**src/sv/sawdr_pkg.sv**
```systemverilog
`default_nettype none
package sawdr_pkg;

   localparam int POS_W              = 11;
   localparam int MAX_PACKET_DEFAULT = 1536;
   localparam int FULL_PAYLOAD_DEFAULT = 1024;
   localparam int QUEUE_DEPTH        = 4;

   // datagram header layout
   localparam logic [POS_W-1:0] POS_KIND     = 11'd0;
   localparam logic [POS_W-1:0] POS_SEQ_HI   = 11'd1;
   localparam logic [POS_W-1:0] POS_SEQ_LO   = 11'd2;
   localparam logic [POS_W-1:0] POS_LEN_HI   = 11'd3;
   localparam logic [POS_W-1:0] POS_LEN_LO   = 11'd4;
   localparam logic [POS_W-1:0] POS_FLAG     = 11'd5;
   localparam logic [POS_W-1:0] PAYLOAD_START = 11'd6;

   localparam logic [7:0]  KIND_DATA  = 8'h04;
   localparam logic [7:0]  FLAG_LAST  = 8'h02;
   localparam logic [15:0] SUM_GOOD   = 16'hFFFF;

   localparam logic       REQ_BYTE    = 1'b0;
   localparam logic       REQ_TIMEOUT = 1'b1;

   typedef enum logic [1:0] {
      OUT_PAYLOAD = 2'd0,
      OUT_VERDICT = 2'd1,
      OUT_ACK     = 2'd2
   } out_kind_type;

   // result steps of one command, in emission order
   localparam int STEP_COUNT = 8;
   localparam logic [2:0] STEP_PAYLOAD = 3'd0;
   localparam logic [2:0] STEP_VERDICT = 3'd1;
   localparam logic [2:0] STEP_ACK0    = 3'd2;
   localparam logic [2:0] STEP_ACK1    = 3'd3;
   localparam logic [2:0] STEP_ACK2    = 3'd4;
   localparam logic [2:0] STEP_ACK3    = 3'd5;
   localparam logic [2:0] STEP_ACK4    = 3'd6;
   localparam logic [2:0] STEP_ACK5    = 3'd7;

   typedef struct packed {
      logic        has_payload;
      logic        has_verdict;
      logic        has_ack;
      logic [7:0]  payload_byte;
      logic        accepted;
      logic [15:0] commit_length;
      logic        session_complete;
      logic [15:0] ack_seq;
   } cmd_type;

   function automatic logic [15:0] oc_add(input logic [15:0] a, input logic [15:0] b);
      logic [16:0] s;
      s = {1'b0, a} + {1'b0, b};
      return s[15:0] + {15'd0, s[16]};
   endfunction

endpackage
`default_nettype wire

```
**src/sv/sawdr_if.sv**
```systemverilog
`default_nettype none
interface sawdr_req_if;
   logic       valid;
   logic       ready;
   logic       req_type;
   logic [7:0] data_byte;
   logic       end_of_packet;

   modport source (output valid, output req_type, output data_byte,
                   output end_of_packet, input ready);
   modport sink   (input valid, input req_type, input data_byte,
                   input end_of_packet, output ready);
endinterface

interface sawdr_rsp_if;
   logic        valid;
   logic        ready;
   logic [1:0]  out_kind;
   logic [7:0]  out_byte;
   logic        accepted;
   logic [15:0] commit_length;
   logic        session_complete;
   logic        ack_last;

   modport source (output valid, output out_kind, output out_byte, output accepted,
                   output commit_length, output session_complete, output ack_last,
                   input ready);
   modport sink   (input valid, input out_kind, input out_byte, input accepted,
                   input commit_length, input session_complete, input ack_last,
                   output ready);
endinterface
`default_nettype wire

```
**src/sv/sawdr_front.sv**
```systemverilog
`default_nettype none
module sawdr_front
   import sawdr_pkg::*;
#(
   parameter int MAX_PACKET_BYTES   = MAX_PACKET_DEFAULT,
   parameter int FULL_PAYLOAD_BYTES = FULL_PAYLOAD_DEFAULT
) (
   input  wire logic   clock,
   input  wire logic   reset,
   sawdr_req_if.sink   req_chan,
   output cmd_type     push_cmd,
   output logic        push_valid,
   input  wire logic   push_ready
);

   logic [15:0]      expected_seq_ff, expected_seq_in;
   logic [POS_W-1:0] pos_ff, pos_in;
   logic [15:0]      sum_ff, sum_in;
   logic [7:0]       pending_ff, pending_in;
   logic [7:0]       kind_ff, kind_in;
   logic [15:0]      hdr_seq_ff, hdr_seq_in;
   logic [15:0]      hdr_len_ff, hdr_len_in;
   logic [7:0]       hdr_flag_ff, hdr_flag_in;
   logic             overlong_ff, overlong_in;
   logic             ack_held_ff, ack_held_in;
   logic [15:0]      held_seq_ff, held_seq_in;
   logic             finished_ff, finished_in;

   logic             fire;
   logic [7:0]       b;
   logic             good;
   logic             last;

   // a finished session swallows everything without queuing
   assign req_chan.ready = finished_ff | push_ready;
   assign fire = req_chan.valid & req_chan.ready & ~finished_ff;
   assign b    = req_chan.data_byte;

   always_comb begin
      expected_seq_in = expected_seq_ff;
      pos_in          = pos_ff;
      sum_in          = sum_ff;
      pending_in      = pending_ff;
      kind_in         = kind_ff;
      hdr_seq_in      = hdr_seq_ff;
      hdr_len_in      = hdr_len_ff;
      hdr_flag_in     = hdr_flag_ff;
      overlong_in     = overlong_ff;
      ack_held_in     = ack_held_ff;
      held_seq_in     = held_seq_ff;
      finished_in     = finished_ff;
      push_cmd        = '0;
      push_valid      = 1'b0;
      good            = 1'b0;
      last            = 1'b0;

      if (fire) begin
         if (req_chan.req_type == REQ_TIMEOUT) begin
            if (ack_held_ff) begin
               push_cmd.has_ack = 1'b1;
               push_cmd.ack_seq = held_seq_ff;
               push_valid       = 1'b1;
            end
         end else begin
            if (pos_ff < POS_W'(MAX_PACKET_BYTES)) begin
               case (pos_ff)
                  POS_KIND: begin
                     kind_in     = b;
                     hdr_seq_in  = '0;
                     hdr_len_in  = '0;
                     hdr_flag_in = '0;
                  end
                  POS_SEQ_HI: hdr_seq_in  = {b, 8'd0};
                  POS_SEQ_LO: hdr_seq_in  = {hdr_seq_ff[15:8], b};
                  POS_LEN_HI: hdr_len_in  = {b, 8'd0};
                  POS_LEN_LO: hdr_len_in  = {hdr_len_ff[15:8], b};
                  POS_FLAG:   hdr_flag_in = b;
                  default: begin
                     push_cmd.has_payload  = 1'b1;
                     push_cmd.payload_byte = b;
                  end
               endcase
               // little-endian words; pad an odd tail with zero
               if (!pos_ff[0]) begin
                  pending_in = b;
                  if (req_chan.end_of_packet) begin
                     sum_in = oc_add(sum_ff, {8'd0, b});
                  end
               end else begin
                  sum_in = oc_add(sum_ff, {b, pending_ff});
               end
               pos_in = pos_ff + POS_W'(1);
            end else begin
               overlong_in = 1'b1;
            end

            if (req_chan.end_of_packet) begin
               push_cmd.has_verdict = 1'b1;
               good = (kind_in == KIND_DATA) && !overlong_in && (sum_in == SUM_GOOD) &&
                      (hdr_seq_in == expected_seq_ff);
               last = (hdr_flag_in == FLAG_LAST);
               if (good) begin
                  push_cmd.accepted         = 1'b1;
                  push_cmd.commit_length    = last ? hdr_len_in : 16'(FULL_PAYLOAD_BYTES);
                  push_cmd.session_complete = last;
                  push_cmd.has_ack          = 1'b1;
                  push_cmd.ack_seq          = expected_seq_ff;
                  held_seq_in               = expected_seq_ff;
                  ack_held_in               = 1'b1;
                  if (last) begin
                     finished_in = 1'b1;
                  end else begin
                     expected_seq_in = expected_seq_ff + 16'd1;
                  end
               end else if (kind_in == KIND_DATA) begin
                  push_cmd.has_ack = ack_held_ff;
                  push_cmd.ack_seq = held_seq_ff;
               end
               pos_in      = '0;
               sum_in      = '0;
               pending_in  = '0;
               overlong_in = 1'b0;
            end
            push_valid = push_cmd.has_payload | push_cmd.has_verdict | push_cmd.has_ack;
         end
      end
   end

   always_ff @(posedge clock) begin
      if (reset) begin
         expected_seq_ff <= '0;
         pos_ff          <= '0;
         sum_ff          <= '0;
         pending_ff      <= '0;
         kind_ff         <= '0;
         hdr_seq_ff      <= '0;
         hdr_len_ff      <= '0;
         hdr_flag_ff     <= '0;
         overlong_ff     <= 1'b0;
         ack_held_ff     <= 1'b0;
         held_seq_ff     <= '0;
         finished_ff     <= 1'b0;
      end else begin
         expected_seq_ff <= expected_seq_in;
         pos_ff          <= pos_in;
         sum_ff          <= sum_in;
         pending_ff      <= pending_in;
         kind_ff         <= kind_in;
         hdr_seq_ff      <= hdr_seq_in;
         hdr_len_ff      <= hdr_len_in;
         hdr_flag_ff     <= hdr_flag_in;
         overlong_ff     <= overlong_in;
         ack_held_ff     <= ack_held_in;
         held_seq_ff     <= held_seq_in;
         finished_ff     <= finished_in;
      end
   end

endmodule
`default_nettype wire

```
**src/sv/sawdr_queue.sv**
```systemverilog
`default_nettype none
module sawdr_queue
   import sawdr_pkg::*;
(
   input  wire logic    clock,
   input  wire logic    reset,
   input  wire cmd_type push_cmd,
   input  wire logic    push_valid,
   output logic         push_ready,
   output cmd_type      head_cmd,
   output logic         head_valid,
   input  wire logic    pop
);

   localparam int PTR_W = $clog2(QUEUE_DEPTH);
   localparam int CNT_W = $clog2(QUEUE_DEPTH + 1);

   cmd_type          entry_ff [QUEUE_DEPTH];
   logic [PTR_W-1:0] wr_ptr_ff, wr_ptr_in;
   logic [PTR_W-1:0] rd_ptr_ff, rd_ptr_in;
   logic [CNT_W-1:0] count_ff, count_in;
   logic             do_push, do_pop;

   assign push_ready = (count_ff != CNT_W'(QUEUE_DEPTH));
   assign head_valid = (count_ff != '0);
   assign head_cmd   = entry_ff[rd_ptr_ff];
   assign do_push    = push_valid & push_ready;
   assign do_pop     = pop & head_valid;

   always_comb begin
      wr_ptr_in = wr_ptr_ff;
      rd_ptr_in = rd_ptr_ff;
      count_in  = count_ff;
      if (do_push) begin
         wr_ptr_in = (wr_ptr_ff == PTR_W'(QUEUE_DEPTH - 1)) ? '0 : wr_ptr_ff + PTR_W'(1);
      end
      if (do_pop) begin
         rd_ptr_in = (rd_ptr_ff == PTR_W'(QUEUE_DEPTH - 1)) ? '0 : rd_ptr_ff + PTR_W'(1);
      end
      case ({do_push, do_pop})
         2'b10:   count_in = count_ff + CNT_W'(1);
         2'b01:   count_in = count_ff - CNT_W'(1);
         default: count_in = count_ff;
      endcase
   end

   always_ff @(posedge clock) begin
      if (do_push) begin
         entry_ff[wr_ptr_ff] <= push_cmd;
      end
   end

   always_ff @(posedge clock) begin
      if (reset) begin
         wr_ptr_ff <= '0;
         rd_ptr_ff <= '0;
         count_ff  <= '0;
      end else begin
         wr_ptr_ff <= wr_ptr_in;
         rd_ptr_ff <= rd_ptr_in;
         count_ff  <= count_in;
      end
   end

endmodule
`default_nettype wire

```
**src/sv/sawdr_back.sv**
```systemverilog
`default_nettype none
module sawdr_back
   import sawdr_pkg::*;
(
   input  wire logic    clock,
   input  wire logic    reset,
   input  wire cmd_type head_cmd,
   input  wire logic    head_valid,
   output logic         pop,
   sawdr_rsp_if.source  rsp_chan
);

   cmd_type                cur_ff, cur_in;
   logic [STEP_COUNT-1:0]  rem_ff, rem_in;
   logic                   out_valid_ff, out_valid_in;
   out_kind_type           out_kind_ff, out_kind_in;
   logic [7:0]             out_byte_ff, out_byte_in;
   logic                   out_acc_ff, out_acc_in;
   logic [15:0]            out_len_ff, out_len_in;
   logic                   out_done_ff, out_done_in;
   logic                   out_last_ff, out_last_in;

   logic                   cur_busy;
   logic                   can_load;
   cmd_type                sel_cmd;
   logic [STEP_COUNT-1:0]  sel_mask;
   logic [2:0]             step;

   assign cur_busy = (rem_ff != '0);
   assign can_load = ~out_valid_ff | rsp_chan.ready;

   always_comb begin
      cur_in       = cur_ff;
      rem_in       = rem_ff;
      out_valid_in = out_valid_ff & ~rsp_chan.ready;
      out_kind_in  = out_kind_ff;
      out_byte_in  = out_byte_ff;
      out_acc_in   = out_acc_ff;
      out_len_in   = out_len_ff;
      out_done_in  = out_done_ff;
      out_last_in  = out_last_ff;
      pop          = 1'b0;
      step         = STEP_PAYLOAD;

      // finish the current command first, else start straight from the queue head
      if (cur_busy) begin
         sel_cmd  = cur_ff;
         sel_mask = rem_ff;
      end else begin
         sel_cmd  = head_cmd;
         sel_mask = head_valid ? {{6{head_cmd.has_ack}}, head_cmd.has_verdict,
                                  head_cmd.has_payload} : '0;
      end

      for (int i = STEP_COUNT - 1; i >= 0; i--) begin
         if (sel_mask[i]) begin
            step = 3'(i);
         end
      end

      if (can_load && sel_mask != '0) begin
         pop          = ~cur_busy;
         cur_in       = sel_cmd;
         rem_in       = sel_mask & ~(STEP_COUNT'(1) << step);
         out_valid_in = 1'b1;
         out_kind_in  = OUT_ACK;
         out_byte_in  = '0;
         out_acc_in   = 1'b0;
         out_len_in   = '0;
         out_done_in  = 1'b0;
         out_last_in  = 1'b0;
         case (step)
            STEP_PAYLOAD: begin
               out_kind_in = OUT_PAYLOAD;
               out_byte_in = sel_cmd.payload_byte;
            end
            STEP_VERDICT: begin
               out_kind_in = OUT_VERDICT;
               out_acc_in  = sel_cmd.accepted;
               out_len_in  = sel_cmd.commit_length;
               out_done_in = sel_cmd.session_complete;
            end
            STEP_ACK0: out_byte_in = '0;
            STEP_ACK1: out_byte_in = sel_cmd.ack_seq[15:8];
            STEP_ACK2: out_byte_in = sel_cmd.ack_seq[7:0];
            STEP_ACK3: out_byte_in = '0;
            // checksum of {0, seq} is just the complement of seq
            STEP_ACK4: out_byte_in = ~sel_cmd.ack_seq[7:0];
            STEP_ACK5: begin
               out_byte_in = ~sel_cmd.ack_seq[15:8];
               out_last_in = 1'b1;
            end
            default: out_byte_in = '0;
         endcase
      end
   end

   always_ff @(posedge clock) begin
      cur_ff      <= cur_in;
      out_kind_ff <= out_kind_in;
      out_byte_ff <= out_byte_in;
      out_acc_ff  <= out_acc_in;
      out_len_ff  <= out_len_in;
      out_done_ff <= out_done_in;
      out_last_ff <= out_last_in;
   end

   always_ff @(posedge clock) begin
      if (reset) begin
         rem_ff       <= '0;
         out_valid_ff <= 1'b0;
      end else begin
         rem_ff       <= rem_in;
         out_valid_ff <= out_valid_in;
      end
   end

   assign rsp_chan.valid            = out_valid_ff;
   assign rsp_chan.out_kind         = out_kind_ff;
   assign rsp_chan.out_byte         = out_byte_ff;
   assign rsp_chan.accepted         = out_acc_ff;
   assign rsp_chan.commit_length    = out_len_ff;
   assign rsp_chan.session_complete = out_done_ff;
   assign rsp_chan.ack_last         = out_last_ff;

endmodule
`default_nettype wire

```
**src/sv/stop_and_wait_data_receiver.sv**
```systemverilog
// Stop-and-wait receiver: takes one datagram byte (or a timeout tick) per cycle and returns
// payload bytes, a per-packet verdict and six-byte ACK datagrams on the response channel, one
// result per cycle while that channel is ready. The front stage parses the header and checks the
// checksum as each byte is taken; it stalls only when the four-entry command queue to the
// emitter is full. An end-of-packet byte can yield up to eight results (payload, verdict, six
// ACK bytes), so a burst of such bytes or timeouts runs at the emitter's one-result-per-cycle
// pace; ordinary payload bytes flow at one per cycle while that channel is ready. After an
// accepted last packet every request is taken and dropped until reset.
`default_nettype none
module stop_and_wait_data_receiver
   import sawdr_pkg::*;
#(
   parameter int MAX_PACKET_BYTES   = MAX_PACKET_DEFAULT,
   parameter int FULL_PAYLOAD_BYTES = FULL_PAYLOAD_DEFAULT
) (
   input  wire logic   clock,
   input  wire logic   reset,
   sawdr_req_if.sink   req_chan,
   sawdr_rsp_if.source rsp_chan
);

   cmd_type push_cmd;
   logic    push_valid;
   logic    push_ready;
   cmd_type head_cmd;
   logic    head_valid;
   logic    pop;

   sawdr_front #(
      .MAX_PACKET_BYTES   (MAX_PACKET_BYTES),
      .FULL_PAYLOAD_BYTES (FULL_PAYLOAD_BYTES)
   ) u_front (
      .clock      (clock),
      .reset      (reset),
      .req_chan   (req_chan),
      .push_cmd   (push_cmd),
      .push_valid (push_valid),
      .push_ready (push_ready)
   );

   sawdr_queue u_queue (
      .clock      (clock),
      .reset      (reset),
      .push_cmd   (push_cmd),
      .push_valid (push_valid),
      .push_ready (push_ready),
      .head_cmd   (head_cmd),
      .head_valid (head_valid),
      .pop        (pop)
   );

   sawdr_back u_back (
      .clock      (clock),
      .reset      (reset),
      .head_cmd   (head_cmd),
      .head_valid (head_valid),
      .pop        (pop),
      .rsp_chan   (rsp_chan)
   );

endmodule
`default_nettype wire

```
**src/flat_wrapper.sv**
```systemverilog
// flat-port wrapper written by rule: the top's interface ports become plain ports
module stop_and_wait_data_receiver_flat import sawdr_pkg::*;
#(
   parameter int MAX_PACKET_BYTES   = MAX_PACKET_DEFAULT,
   parameter int FULL_PAYLOAD_BYTES = FULL_PAYLOAD_DEFAULT
)
  (clock, reset, req_chan_valid, req_chan_req_type, req_chan_data_byte, req_chan_end_of_packet, req_chan_ready, rsp_chan_valid, rsp_chan_out_kind, rsp_chan_out_byte, rsp_chan_accepted, rsp_chan_commit_length, rsp_chan_session_complete, rsp_chan_ack_last, rsp_chan_ready);
  sawdr_req_if req_chan_i ();
  sawdr_rsp_if rsp_chan_i ();
  input  wire logic clock;
  input  wire logic reset;
  input wire logic [$bits(req_chan_i.valid)-1:0] req_chan_valid;
  input wire logic [$bits(req_chan_i.req_type)-1:0] req_chan_req_type;
  input wire logic [$bits(req_chan_i.data_byte)-1:0] req_chan_data_byte;
  input wire logic [$bits(req_chan_i.end_of_packet)-1:0] req_chan_end_of_packet;
  output wire logic [$bits(req_chan_i.ready)-1:0] req_chan_ready;
  output wire logic [$bits(rsp_chan_i.valid)-1:0] rsp_chan_valid;
  output wire logic [$bits(rsp_chan_i.out_kind)-1:0] rsp_chan_out_kind;
  output wire logic [$bits(rsp_chan_i.out_byte)-1:0] rsp_chan_out_byte;
  output wire logic [$bits(rsp_chan_i.accepted)-1:0] rsp_chan_accepted;
  output wire logic [$bits(rsp_chan_i.commit_length)-1:0] rsp_chan_commit_length;
  output wire logic [$bits(rsp_chan_i.session_complete)-1:0] rsp_chan_session_complete;
  output wire logic [$bits(rsp_chan_i.ack_last)-1:0] rsp_chan_ack_last;
  input wire logic [$bits(rsp_chan_i.ready)-1:0] rsp_chan_ready;
  assign req_chan_i.valid = req_chan_valid;
  assign req_chan_i.req_type = req_chan_req_type;
  assign req_chan_i.data_byte = req_chan_data_byte;
  assign req_chan_i.end_of_packet = req_chan_end_of_packet;
  assign req_chan_ready = req_chan_i.ready;
  assign rsp_chan_valid = rsp_chan_i.valid;
  assign rsp_chan_out_kind = rsp_chan_i.out_kind;
  assign rsp_chan_out_byte = rsp_chan_i.out_byte;
  assign rsp_chan_accepted = rsp_chan_i.accepted;
  assign rsp_chan_commit_length = rsp_chan_i.commit_length;
  assign rsp_chan_session_complete = rsp_chan_i.session_complete;
  assign rsp_chan_ack_last = rsp_chan_i.ack_last;
  assign rsp_chan_i.ready = rsp_chan_ready;
  stop_and_wait_data_receiver #(.MAX_PACKET_BYTES(MAX_PACKET_BYTES), .FULL_PAYLOAD_BYTES(FULL_PAYLOAD_BYTES)) u_core (.clock(clock), .reset(reset), .req_chan(req_chan_i), .rsp_chan(rsp_chan_i));
endmodule
```
**config.mk**
```make
export PLATFORM = sky130hd
export DESIGN_NAME = stop_and_wait_data_receiver_flat
export DESIGN_NICKNAME = d
export VERILOG_FILES = /design/src/sv/sawdr_pkg.sv /design/src/sv/sawdr_if.sv /design/src/sv/sawdr_front.sv /design/src/sv/sawdr_queue.sv /design/src/sv/sawdr_back.sv /design/src/sv/stop_and_wait_data_receiver.sv /design/src/flat_wrapper.sv
export SDC_FILE = /design/constraint.sdc
export NUM_CORES = 1
export LEC_CHECK = 0
export CELL_PAD_IN_SITES_DETAIL_PLACEMENT = 2
export CELL_PAD_IN_SITES_GLOBAL_PLACEMENT = 2
export CORE_UTILIZATION = 40
export DETAILED_ROUTE_END_ITERATION = 10
export DONT_BUFFER_PORTS = 1
export GPL_ROUTABILITY_DRIVEN = 0
export GPL_TIMING_DRIVEN = 0
export HOLD_SLACK_MARGIN = 0.02
export PLACE_DENSITY = 0.75
export SYNTH_ARGS = -nofsm -noshare
export SYNTH_HDL_FRONTEND = slang
export SYNTH_SLANG_ARGS = --single-unit
```
**constraint.sdc**
```tcl
create_clock -name clock -period 6.3 [get_ports clock]
set_input_delay 0.945 -clock clock [delete_from_list [all_inputs] [get_ports clock]]
set_output_delay 0.945 -clock clock [all_outputs]
set_load 0.005 [all_outputs]
```
==> flow_metrics.py, run 1 <==
metrics = {
    "floorplanning": {
        "die_w_um": 219,
        "core_area_um2": 46500,
        "die-area_um2": 47900,
        "start_util_pct": 40.5,
        "num_rows": 79,
        "design.portCount": 45,
        "die_h_um": 219,
    },
    "clocking": {
        "cts-hold-fix-buffers": 0,
        "numCtsBuffers": 44,
        "clk_pin_slew_ps": 60,
        "clock_latency_ps": 590,
        "cts-root-buf": "clkbuf_16",
        "clock_sinks": 387,
        "clk_path_buf_depth": 3,
        "htreeDepth": 2,
        "cts_tree": "done",
    },
    "synth": {
        "yosys.area.top_type": "edfxtp_1",
        "synthXorXnorAreaFrac_pct": 2.72,
        "synth_edf_count": 251,
        "synth-compound-area-share_pct": 12.4,
        "synth-adder-area-share_pct": 2.91,
        "synth_top_area_share_pct": 40.1,
        "synth_fp_nets": 1655,
        "yosysUniqueCellTypes": 90,
        "synthesis.area_um2": 18800,
        "synthSimpleGateAreaFrac_pct": 14.8,
        "synth-warning-count": 0,
        "synth_top_family_by_area": "simple AND/OR/NAND/NOR gates",
        "yosys-mux-area-fraction_pct": 9.92,
        "async_reset_ff_share_pct": 0,
        "yosys-top-cells-area": "edfxtp_1 (40%), dfxtp_1 (14%), mux4_2 (5.4%)",
        "netlist_instances": 1599,
        "yosysSeqAreaShare_pct": 54.6,
        "synth-seq-cells": 387,
        "synth_ff_type": "edfxtp_1",
        "avgSynthCellArea_um2": 11.8,
    },
    "timing": {
        "max_slew_margin_pct": 17.3,
        "period_share_pct": 96.5,
        "tns_ps": 0,
        "skew_ps": 16.2,
        "layout_min_cycle_time_ps": 6080,
        "fmax_mhz": 165,
        "rsz0062_at_grt": "yes",
        "setup_violations": 0,
        "worst_pin_slew_ps": 1230,
        "hold_viol": 0,
        "final_max_slew_viol_count": 0,
    },
    "routing": {
        "avgViaCountPerCell": 6.05,
        "post-route-drc-count": 0,
        "vias": 13900,
        "routed_wl_um": 63600,
        "drtAntennaViolNets": 0,
        "wl_per_cell_um": 27.6,
        "drtIter0Drc": 896,
        "drt_pass1_iterations": 5,
    },
    "pwr": {
        "p_seq_share_pct": 38.5,
        "ir_drop_mv": 1.29,
        "power_switching_mw": 3.17,
        "power.internal_mw": 6.03,
        "p_comb_share_pct": 32.7,
        "power_density_nw_per_um2": 428,
        "power_leakage_nw": 7.38,
        "fin_total_pwr_mw": 9.20,
        "netSwitchingFraction_pct": 34.4,
        "clkPwrFrac_pct": 28.8,
    },
    "min_path": {
        "hp-class": "register to register",
        "hold_path.startpoint": "u_core.u_front.kind_ff[4]",
    },
    "worst_setup_path": {
        "critPathRequiredTime_ps": 6630,
        "critPathMaxFanout": 8,
        "startpoint": "u_core.u_front.sum_ff[7]",
        "cp-start-kind": "register",
        "endpoint_kind": "register",
        "worst-setup-path-type": "register to register",
        "crit_arrival_ps": 6410,
        "r2r-start": "u_core.u_front.sum_ff[7]",
    },
    "place": {
        "place_area_um2": 19700,
        "io_buffers": 0,
        "dpl.cell_count": 2213,
        "place.detailed.hpwl_um": 45100,
    },
    "finish": {
        "fin_area_um2": 21500,
        "finalNetCount": 1717,
        "area_growth_pct": 14.3,
        "fillers": 4617,
        "final_cells": 2304,
        "antenna_cells": 0,
        "drive_gt1_share_pct": 15.6,
    },
    "job": {
        "cap_viol_max_count": 0,
    },
    "grt": {
        "grt_max_degree": 36,
        "grt_pass1_wl_um": 95500,
        "grt_use_total_pct": 26.7,
        "grt_overflow_total": 0,
        "grt_pass1_vias": 15100,
        "antenna_found_initial": 0,
    },
    "run_status": {
        "outcome": "finished, final reports clean",
    },
}
-- logic make-up (layout without fill, tap and decap cells) --
logic type | Yosys count | in the layout
xor+xnor | 56 | 56
buf+inv | 128 | 226
flops | 387 | 387
mux | 124 | 124
fa+ha+maj | 42 | 42
simple gates | 536 | 536
compound gates | 326 | 326
-- cell type report --
cell class	count	area (µm²)	share of cell area, %
inverters	43	161	0.751
multi-input cells	1084	8280	38.5
well taps	607	759	3.53
repair buffers	16	193	0.897
clock buffers	63	1250	5.83
flip-flops and latches	387	10300	47.7
clock inverters	19	224	1.04
plain buffers	85	363	1.69
-- layout by cell type, fill, tap and decap left out, types with 43 or more instances in the layout --
master / count
a22oi_1: 93
edfxtp_1: 251
inv_1: 43
dfxtp_1: 135
clkbuf_16: 45
mux4_2: 45
nand2_1: 69
clkbuf_1: 82
nor2_1: 170
a21oi_1: 66
-- per-stage QoR --
stage / worst slack [ps] / util (%) / hold slack (ps)
2_1_floorplan: 520 / - / 438
3_3_place_gp: -1290 / 42.1 / 461
3_5_place_dp: -1500 / 42.4 / 474
4_1_cts: 7.52 / 45.9 / 491
5_1_grt: -73.7 / 46.3 / 504
6_report: 223 / 46.3 / 486
-- path summary, 6_finish.rpt --
check / end / slack [ps] / cells after the start
max: u_core.u_queue.entry_ff[1][19] / 220 / 23
min: u_core.u_front.kind_ff[4] / 490 / 2
max reg2reg: u_core.u_queue.entry_ff[1][19] / 220 / 23
min reg2reg: u_core.u_front.kind_ff[4] / 490 / 2
-- sequential cells by signal, summed over array words and instances, names as in the netlist, 11 cells and up, named ones only --
signal                                flops
u_core.u_back.rsp_chan.commit_length     16
u_core.u_front.hdr_seq_ff                16
u_core.u_front.expected_seq_ff           16
u_core.u_front.hdr_len_ff                16
u_core.u_front.pos_ff                    11
u_core.u_front.held_seq_ff               16
u_core.u_back.cur_ff                     42
u_core.u_front.sum_ff                    16
u_core.u_queue.entry_ff                 180
-- per-layer routing --
metal  vias to the layer above  track usage, %  routed length [µm]
met1                      7250            32.1               26000
met5                         -               0                   0
met4                         0            9.47                2060
met2                       348            48.0               32900
met3                       123            4.31                2730
li1                       6214               -                   -
-- cells in the mapped netlist, types with 18 or more instances --
library cell and n:
edfxtp_1 251, nor2_1 178, dfxtp_1 136, a22oi_1 93, a21oi_1 73, clkbuf_1 70
nand2_1 70, mux4_2 45, inv_1 43, mux2_2 42, nand3_1 41, and3_1 40
ha_1 39, o21ai_0 37, xnor2_1 36, and2_1 35, nor3_1 32, mux2i_1 31
nand2b_1 26, nor4_1 21, nand4_1 20, xor2_1 18
-- power by group through the flow --
stage	clock [mW]	sequential, mW	combinational, mW
global route	2.77	3.58	3.23
global placement	0	3.56	2.80
detailed placement	0	3.59	2.96
CTS	2.69	3.55	3.04
floorplan	0	3.61	2.19
finish	2.65	3.54	3.01
-- worst max-delay path, stage by stage, from the launching register on --
cell,delay [ps]
dfxtp_1,510
ha_1,390
and4_1,280
nand3b_1,140
a21oi_4,60
o41ai_2,390
a21oi_2,120
o21ai_0,240
nand2b_1,100
a21o_1,210
ha_1,240
ha_1,340
and2_1,140
a311oi_1,50
o211ai_1,290
nand4_1,210
nor4_4,250
nand4_1,130
nor4_1,250
o211ai_1,190
a2111oi_4,300
nor3b_4,400
nand2_4,170
a21oi_1,390
-- what timing repair did --
item	CTS	global route
gates resized for setup	28	35
endpoints found under the setup margin	174	168
pin swaps	1	3
setup buffers	2	7
Power figures use the tool's default switching activity.
==> inputs of run 2 (changes only) <==
Settings changed: CORE_UTILIZATION 40 to 44, PLACE_DENSITY 0.75 to not set, PLACE_DENSITY_LB_ADDON set to 0.1.
Clock period 6.3 ns to 6.4 ns, I/O delays scaled along.
==> run 2 against run 1 <==
Clock skew increased by 6.4 ps. Cell area is 1.2% lower. Critical path type unchanged. Setup slack improved by 130 ps. Critical path depth is 3 lower. Die area shrank 9.0%. Register-to-register slack improved by 130 ps. Sequential power down 2%.
==> flow_metrics.py, run 2 (synthesis results as in run 1) <==
metrics = {
    "run_status": {
        "outcome": "finished, final reports clean",
    },
    "pwr": {
        "clkPwrFrac_pct": 27.8,
        "netSwitchingFraction_pct": 34.7,
        "p_seq_share_pct": 39.0,
        "power_switching_mw": 3.09,
        "power_density_nw_per_um2": 420,
        "power_leakage_nw": 7.32,
        "power.internal_mw": 5.83,
        "p_comb_share_pct": 33.2,
        "ir_drop_mv": 0.734,
    },
    "timing": {
        "worst_pin_slew_ps": 1250,
        "hold_viol": 0,
        "period_share_pct": 94.4,
        "final_max_slew_viol_count": 0,
        "setup_violations": 0,
        "max_slew_margin_pct": 15.8,
        "fmax_mhz": 165,
        "hold_ws_ps": 485,
        "rsz0062_at_grt": "no",
        "layout_min_cycle_time_ps": 6040,
        "skew_ps": 22.6,
        "tns_ps": 0,
    },
    "grt": {
        "antenna_found_initial": 0,
        "grt_max_degree": 37,
        "grt_use_total_pct": 29.9,
        "grt_overflow_total": 0,
        "grt_pass1_vias": 15300,
        "grt_pass1_wl_um": 98100,
    },
    "routing": {
        "routed_wl_um": 63900,
        "drt_pass1_iterations": 5,
        "drtAntennaViolNets": 0,
        "post-route-drc-count": 0,
        "wl_per_cell_um": 28.6,
        "vias": 13900,
        "avgViaCountPerCell": 6.25,
        "drtIter0Drc": 1063,
    },
    "finish": {
        "finalNetCount": 1717,
        "final_util_pct": 50.5,
        "drive_gt1_share_pct": 15.1,
        "final_cell_mix": "edfxtp_1 (251), nor2_1 (170), dfxtp_1 (135), a22oi_1 (93), clkbuf_1 (82)",
        "area_growth_pct": 12.9,
        "top_regs": "u_core.u_queue.entry_ff: 180 flops, u_core.u_back.cur_ff: 42 flops",
        "top_register": "u_core.u_queue.entry_ff",
        "mostFrequentLayoutCell": "edfxtp_1",
        "antenna_cells": 0,
        "largest_reg_flops": 180,
    },
    "worst_setup_path": {
        "slowest_delay_ps": 490,
        "critPathRequiredTime_ps": 6700,
        "path_cells": "inv_1 -> fa_1 -> nand2b_1 -> a211o_1 -> a31oi_4 -> nor2b_2 -> and3_1 -> ha_1 -> and3_1 -> nor3b_1 -> nand2_2 -> or3_1 -> buf_2 -> nor4_2 -> mux2i_1 -> a21oi_1 -> a2111oi_4 -> nor3b_4 -> nand2_4 -> a21oi_1",
        "endpoint_kind": "register",
        "cp_slowest_cell": "dfxtp_1",
        "worst-setup-path-type": "register to register",
        "critPathMaxFanout": 8,
        "cp-start-kind": "register",
        "crit_arrival_ps": 6350,
    },
    "clocking": {
        "clk_pin_slew_ps": 60,
        "cts-root-buf": "clkbuf_16",
        "clk_path_buf_depth": 3,
        "clock_sinks": 387,
        "cts_tree": "done",
        "cts-hold-fix-buffers": 0,
        "htreeDepth": 2,
        "numCtsBuffers": 43,
        "clock_latency_ps": 570,
    },
    "floorplanning": {
        "die_h_um": 209,
        "design.portCount": 45,
        "core_area_um2": 42000,
        "start_util_pct": 44.7,
        "die_w_um": 209,
        "die-area_um2": 43600,
        "num_rows": 75,
    },
    "place": {
        "place.detailed.hpwl_um": 44700,
        "io_buffers": 0,
    },
    "min_path": {
        "hp-class": "register to register",
    },
    "job": {
        "cap_viol_max_count": 0,
    },
}
[run 2: layout make-up]
| class | count | area [µm²] |
|---|---|---|
| clock inverters | 21 | 211 |
| repair buffers | 17 | 203 |
| clock buffers | 57 | 1150 |
| fillers | 4074 | 20800 |
| multi-input cells | 1084 | 8220 |
| flip-flops and latches | 387 | 10300 |
| well taps | 539 | 674 |
| inverters | 43 | 161 |
| plain buffers | 85 | 353 |
[run 2: repair_timing]
item,4_1_cts,5_1_grt
endpoints found under the setup margin,173,170
pin swaps,0,6
endpoints found under the hold margin,0,0
setup buffers,3,8
resized for setup,21,26
[run 2: metal layers]
layer	share of wire, %	up-vias	track usage (%)
li1	-	6207	-
met1	41	7260	36.5
met2	52	356	54.0
met3	3.6	123	3.43
met4	3.4	0	11.1
met5	0	-	0
[run 2: path summary, 6_finish.rpt]
kind / from / to / slack (ps) / depth (start not counted)
setup reg to reg: u_core.u_front.sum_ff[1] / u_core.u_queue.entry_ff[0][19] / 360 / 20
setup / recovery: u_core.u_front.sum_ff[1] / u_core.u_queue.entry_ff[0][19] / 360 / 20
hold / removal: u_core.u_front.kind_ff[6] / u_core.u_front.kind_ff[6] / 490 / 2
hold reg to reg: u_core.u_front.kind_ff[6] / u_core.u_front.kind_ff[6] / 490 / 2
[run 2: worst max-delay path, delay by kind of cell, from the launching register on]
family          cells  cell delay [ps]
simple gates       10             2390
buf+inv             2              350
flops               1              490
compound gates      5             1670
mux                 1              240
fa+ha+maj           2              640
[run 2: power groups by stage]
stage	Combinational, mW	Sequential, mW	Clock (mW)
final	2.96	3.48	2.48
after CTS	2.98	3.49	2.52
after floorplan	1.94	3.50	0
after detailed placement	2.93	3.53	0
after global placement	2.83	3.52	0
after global routing	3.16	3.51	2.59
[run 2: metrics by stage]
step                      std cells  total power [mW]  setup slack, ps  instance area, µm²
after CTS                      2225              8.99            -12.0               21100
after floorplan                1599              5.44              605               18800
after global placement         2138              6.34            -1180               19500
after detailed placement       2144              6.46            -1280               19600
after global routing           2233              9.27             7.51               21200
final                          2233              8.92              356               21200
==> inputs of run 3 (changes only) <==
Settings changed: PLACE_DENSITY_LB_ADDON 0.1 to 0.3.
==> run 3 against run 2 <==
Fmax shrank 2.2%. Combinational power grew 6%. Clock-buffer cell count increased by 5. Sequential cell count unchanged. Critical path depth increased by 2. Global-route usage rose by 3.4 points. Routed wire length rose by 13%. Register-to-register slack got worse by 130 ps. Clock power increased by 2%. First-iteration DRC count up 37%. Clock skew up 8.6 ps. Critical endpoint is now u_core.u_queue.entry_ff[0][22].
==> flow_metrics.py, run 3 (synthesis results as in run 1) <==
metrics = {
    "worst_setup_path": {
        "worst-setup-path-type": "register to register",
        "crit_family": "simple AND/OR/NAND/NOR gates",
        "r2r_end": "u_core.u_queue.entry_ff[0][22]",
        "r2r_slack_ps": 220,
        "path_cells": "ha_1 -> inv_1 -> fa_1 -> nand2b_1 -> a211o_1 -> a31oi_4 -> nor2b_1 -> and3_1 -> ha_1 -> and3_1 -> nor3b_2 -> nand2_2 -> or3_1 -> buf_2 -> a21oi_2 -> mux2i_1 -> o2111ai_1 -> nand4_1 -> buf_4 -> nor3b_4 -> nand2_4 -> a21oi_1",
        "r2r-start": "u_core.u_front.sum_ff[0]",
        "critical_path_buf_inv_count": 3,
        "crit_arrival_ps": 6510,
        "cp_slowest_cell": "a21oi_1",
        "r2r.worst_path.cells": 22,
        "endpoint_kind": "register",
        "critPathRequiredTime_ps": 6730,
        "critPathMaxFanout": 8,
        "slowest_delay_ps": 440,
        "cp-start-kind": "register",
    },
    "timing": {
        "period_share_pct": 96.5,
        "setup_slack_ps": 221,
        "layout_min_cycle_time_ps": 6180,
        "worst_pin_slew_ps": 1280,
        "max_slew_margin_pct": 13.7,
        "skew_ps": 31.2,
        "fmax_mhz": 162,
        "hold_viol": 0,
        "setup_violations": 0,
        "final_max_slew_viol_count": 0,
    },
    "routing": {
        "avgViaCountPerCell": 6.53,
        "routed_wl_um": 72200,
        "drtIter0Drc": 1460,
        "wl_per_cell_um": 32.4,
        "vias": 14600,
        "post-route-drc-count": 0,
        "drtAntennaViolNets": 0,
        "drt_pass1_iterations": 5,
    },
    "grt": {
        "grt_overflow_total": 0,
        "grt_max_degree": 38,
        "grt_pass1_wl_um": 108000,
        "grt_use_total_pct": 33.3,
        "grt_pass1_vias": 15900,
        "antenna_found_initial": 1,
    },
    "place": {
        "io_buffers": 0,
        "post-place-ws_ps": -1430,
        "place.detailed.hpwl_um": 47700,
    },
    "pwr": {
        "power_leakage_nw": 7.33,
        "power_switching_mw": 3.36,
        "power.internal_mw": 5.85,
        "ir_drop_mv": 0.690,
        "power_density_nw_per_um2": 433,
        "clkPwrFrac_pct": 27.6,
        "p_seq_share_pct": 38.2,
        "p_comb_share_pct": 34.2,
        "fin_total_pwr_mw": 9.21,
        "netSwitchingFraction_pct": 36.5,
    },
    "finish": {
        "top_regs": "u_core.u_queue.entry_ff: 180 flops, u_core.u_back.cur_ff: 42 flops",
        "area_growth_pct": 13.3,
        "drive_gt1_share_pct": 15.4,
        "largest_reg_flops": 180,
        "mostFrequentLayoutCell": "edfxtp_1",
        "top_register": "u_core.u_queue.entry_ff",
        "final_cell_mix": "edfxtp_1 (251), nor2_1 (170), dfxtp_1 (136), a22oi_1 (93), clkbuf_1 (82)",
        "finalNetCount": 1715,
        "fillers": 4057,
    },
    "clocking": {
        "clk_path_buf_depth": 3,
        "clk_pin_slew_ps": 60,
        "clock_latency_ps": 600,
        "htreeDepth": 2,
        "cts-root-buf": "clkbuf_16",
        "numCtsBuffers": 43,
        "cts_tree": "done",
        "clock_sinks": 387,
    },
    "min_path": {
        "hold_path_end": "u_core.u_front.kind_ff[5]",
        "hold_path.startpoint": "u_core.u_front.kind_ff[5]",
        "worstHoldPathCells": 2,
        "hp-class": "register to register",
    },
    "floorplanning": {
        "start_util_pct": 44.7,
        "core_area_um2": 42000,
        "num_rows": 75,
        "design.portCount": 45,
        "die_h_um": 209,
        "die-area_um2": 43600,
        "die_w_um": 209,
    },
    "job": {
        "cap_viol_max_count": 0,
    },
    "run_status": {
        "outcome": "finished, final reports clean",
    },
}
## run 3: metrics by stage
step	hold slack (ps)	cells	TNS [ps]	util [%]	area, µm²
CTS	487	2223	0	50.2	21100
global route	511	2230	-390	50.7	21300
detailed placement	479	2144	-131870	46.6	19600
finish	486	2231	0	50.7	21300
global placement	463	2138	-97200	46.3	19500
floorplan	438	1599	0	-	18800
## run 3: power groups by stage
stage | registers [mW] | logic (mW) | clock network, mW
global route | 3.54 | 3.30 | 2.64
global placement | 3.51 | 2.79 | 0
finish | 3.52 | 3.15 | 2.54
detailed placement | 3.55 | 3.00 | 0
floorplan | 3.50 | 1.94 | 0
CTS | 3.52 | 3.13 | 2.56
## run 3: how the worst max path moves through the flow
stage | startpoint | to | depth (start not counted)
floorplan | req_chan_data_byte[0] | u_core.u_queue.entry_ff[0][23] | 22
global placement | u_core.u_back.rem_ff[4] | u_core.u_queue.count_ff[2] | 16
detailed placement | req_chan_data_byte[0] | u_core.u_queue.entry_ff[2][24] | 22
CTS | u_core.u_front.sum_ff[0] | u_core.u_queue.entry_ff[1][4] | 25
global route | u_core.u_front.sum_ff[7] | u_core.u_queue.entry_ff[3][17] | 22
finish | u_core.u_front.sum_ff[0] | u_core.u_queue.entry_ff[0][22] | 22
## run 3: per-layer routing
| metal | up-vias | global-route usage [%] | wire length, µm |
|---|---|---|---|
| met5 | - | 0 | 0 |
| li1 | 6189 | - | - |
| met3 | 208 | 4.91 | 3880 |
| met2 | 568 | 59.6 | 37100 |
| met4 | 0 | 15.9 | 3720 |
| met1 | 7614 | 39.1 | 27500 |
## run 3: layout make-up
cell class              instances  area [µm²]  share of cell area, %
plain buffers                  85         355                   1.67
clock inverters                15         164                  0.769
clock buffers                  62        1220                   5.72
diodes                          1        2.50                 0.0117
well taps                     539         674                   3.17
inverters                      43         161                  0.758
repair buffers                 15         188                  0.881
multi-input cells            1084        8280                   38.9
flip-flops and latches        387       10300                   48.2
## run 3: worst register-to-register path, stage by stage, from the launching register on
cell and delay [ps]:
dfxtp_1 410, ha_1 230, inv_1 70, fa_1 430, nand2b_1 250, a211o_1 380
a31oi_4 280, nor2b_1 240, and3_1 230, ha_1 180, and3_1 210, nor3b_2 220
nand2_2 150, or3_1 350, buf_2 180, a21oi_2 190, mux2i_1 90, o2111ai_1 320
nand4_1 330, buf_4 260, nor3b_4 320, nand2_4 190, a21oi_1 450
## run 3: repair_timing
action,in CTS,in global routing
hold buffers,0,0
gates resized for setup,24,37
pin swaps,3,4
buffers inserted,2,6
endpoints found under the setup margin,173,170
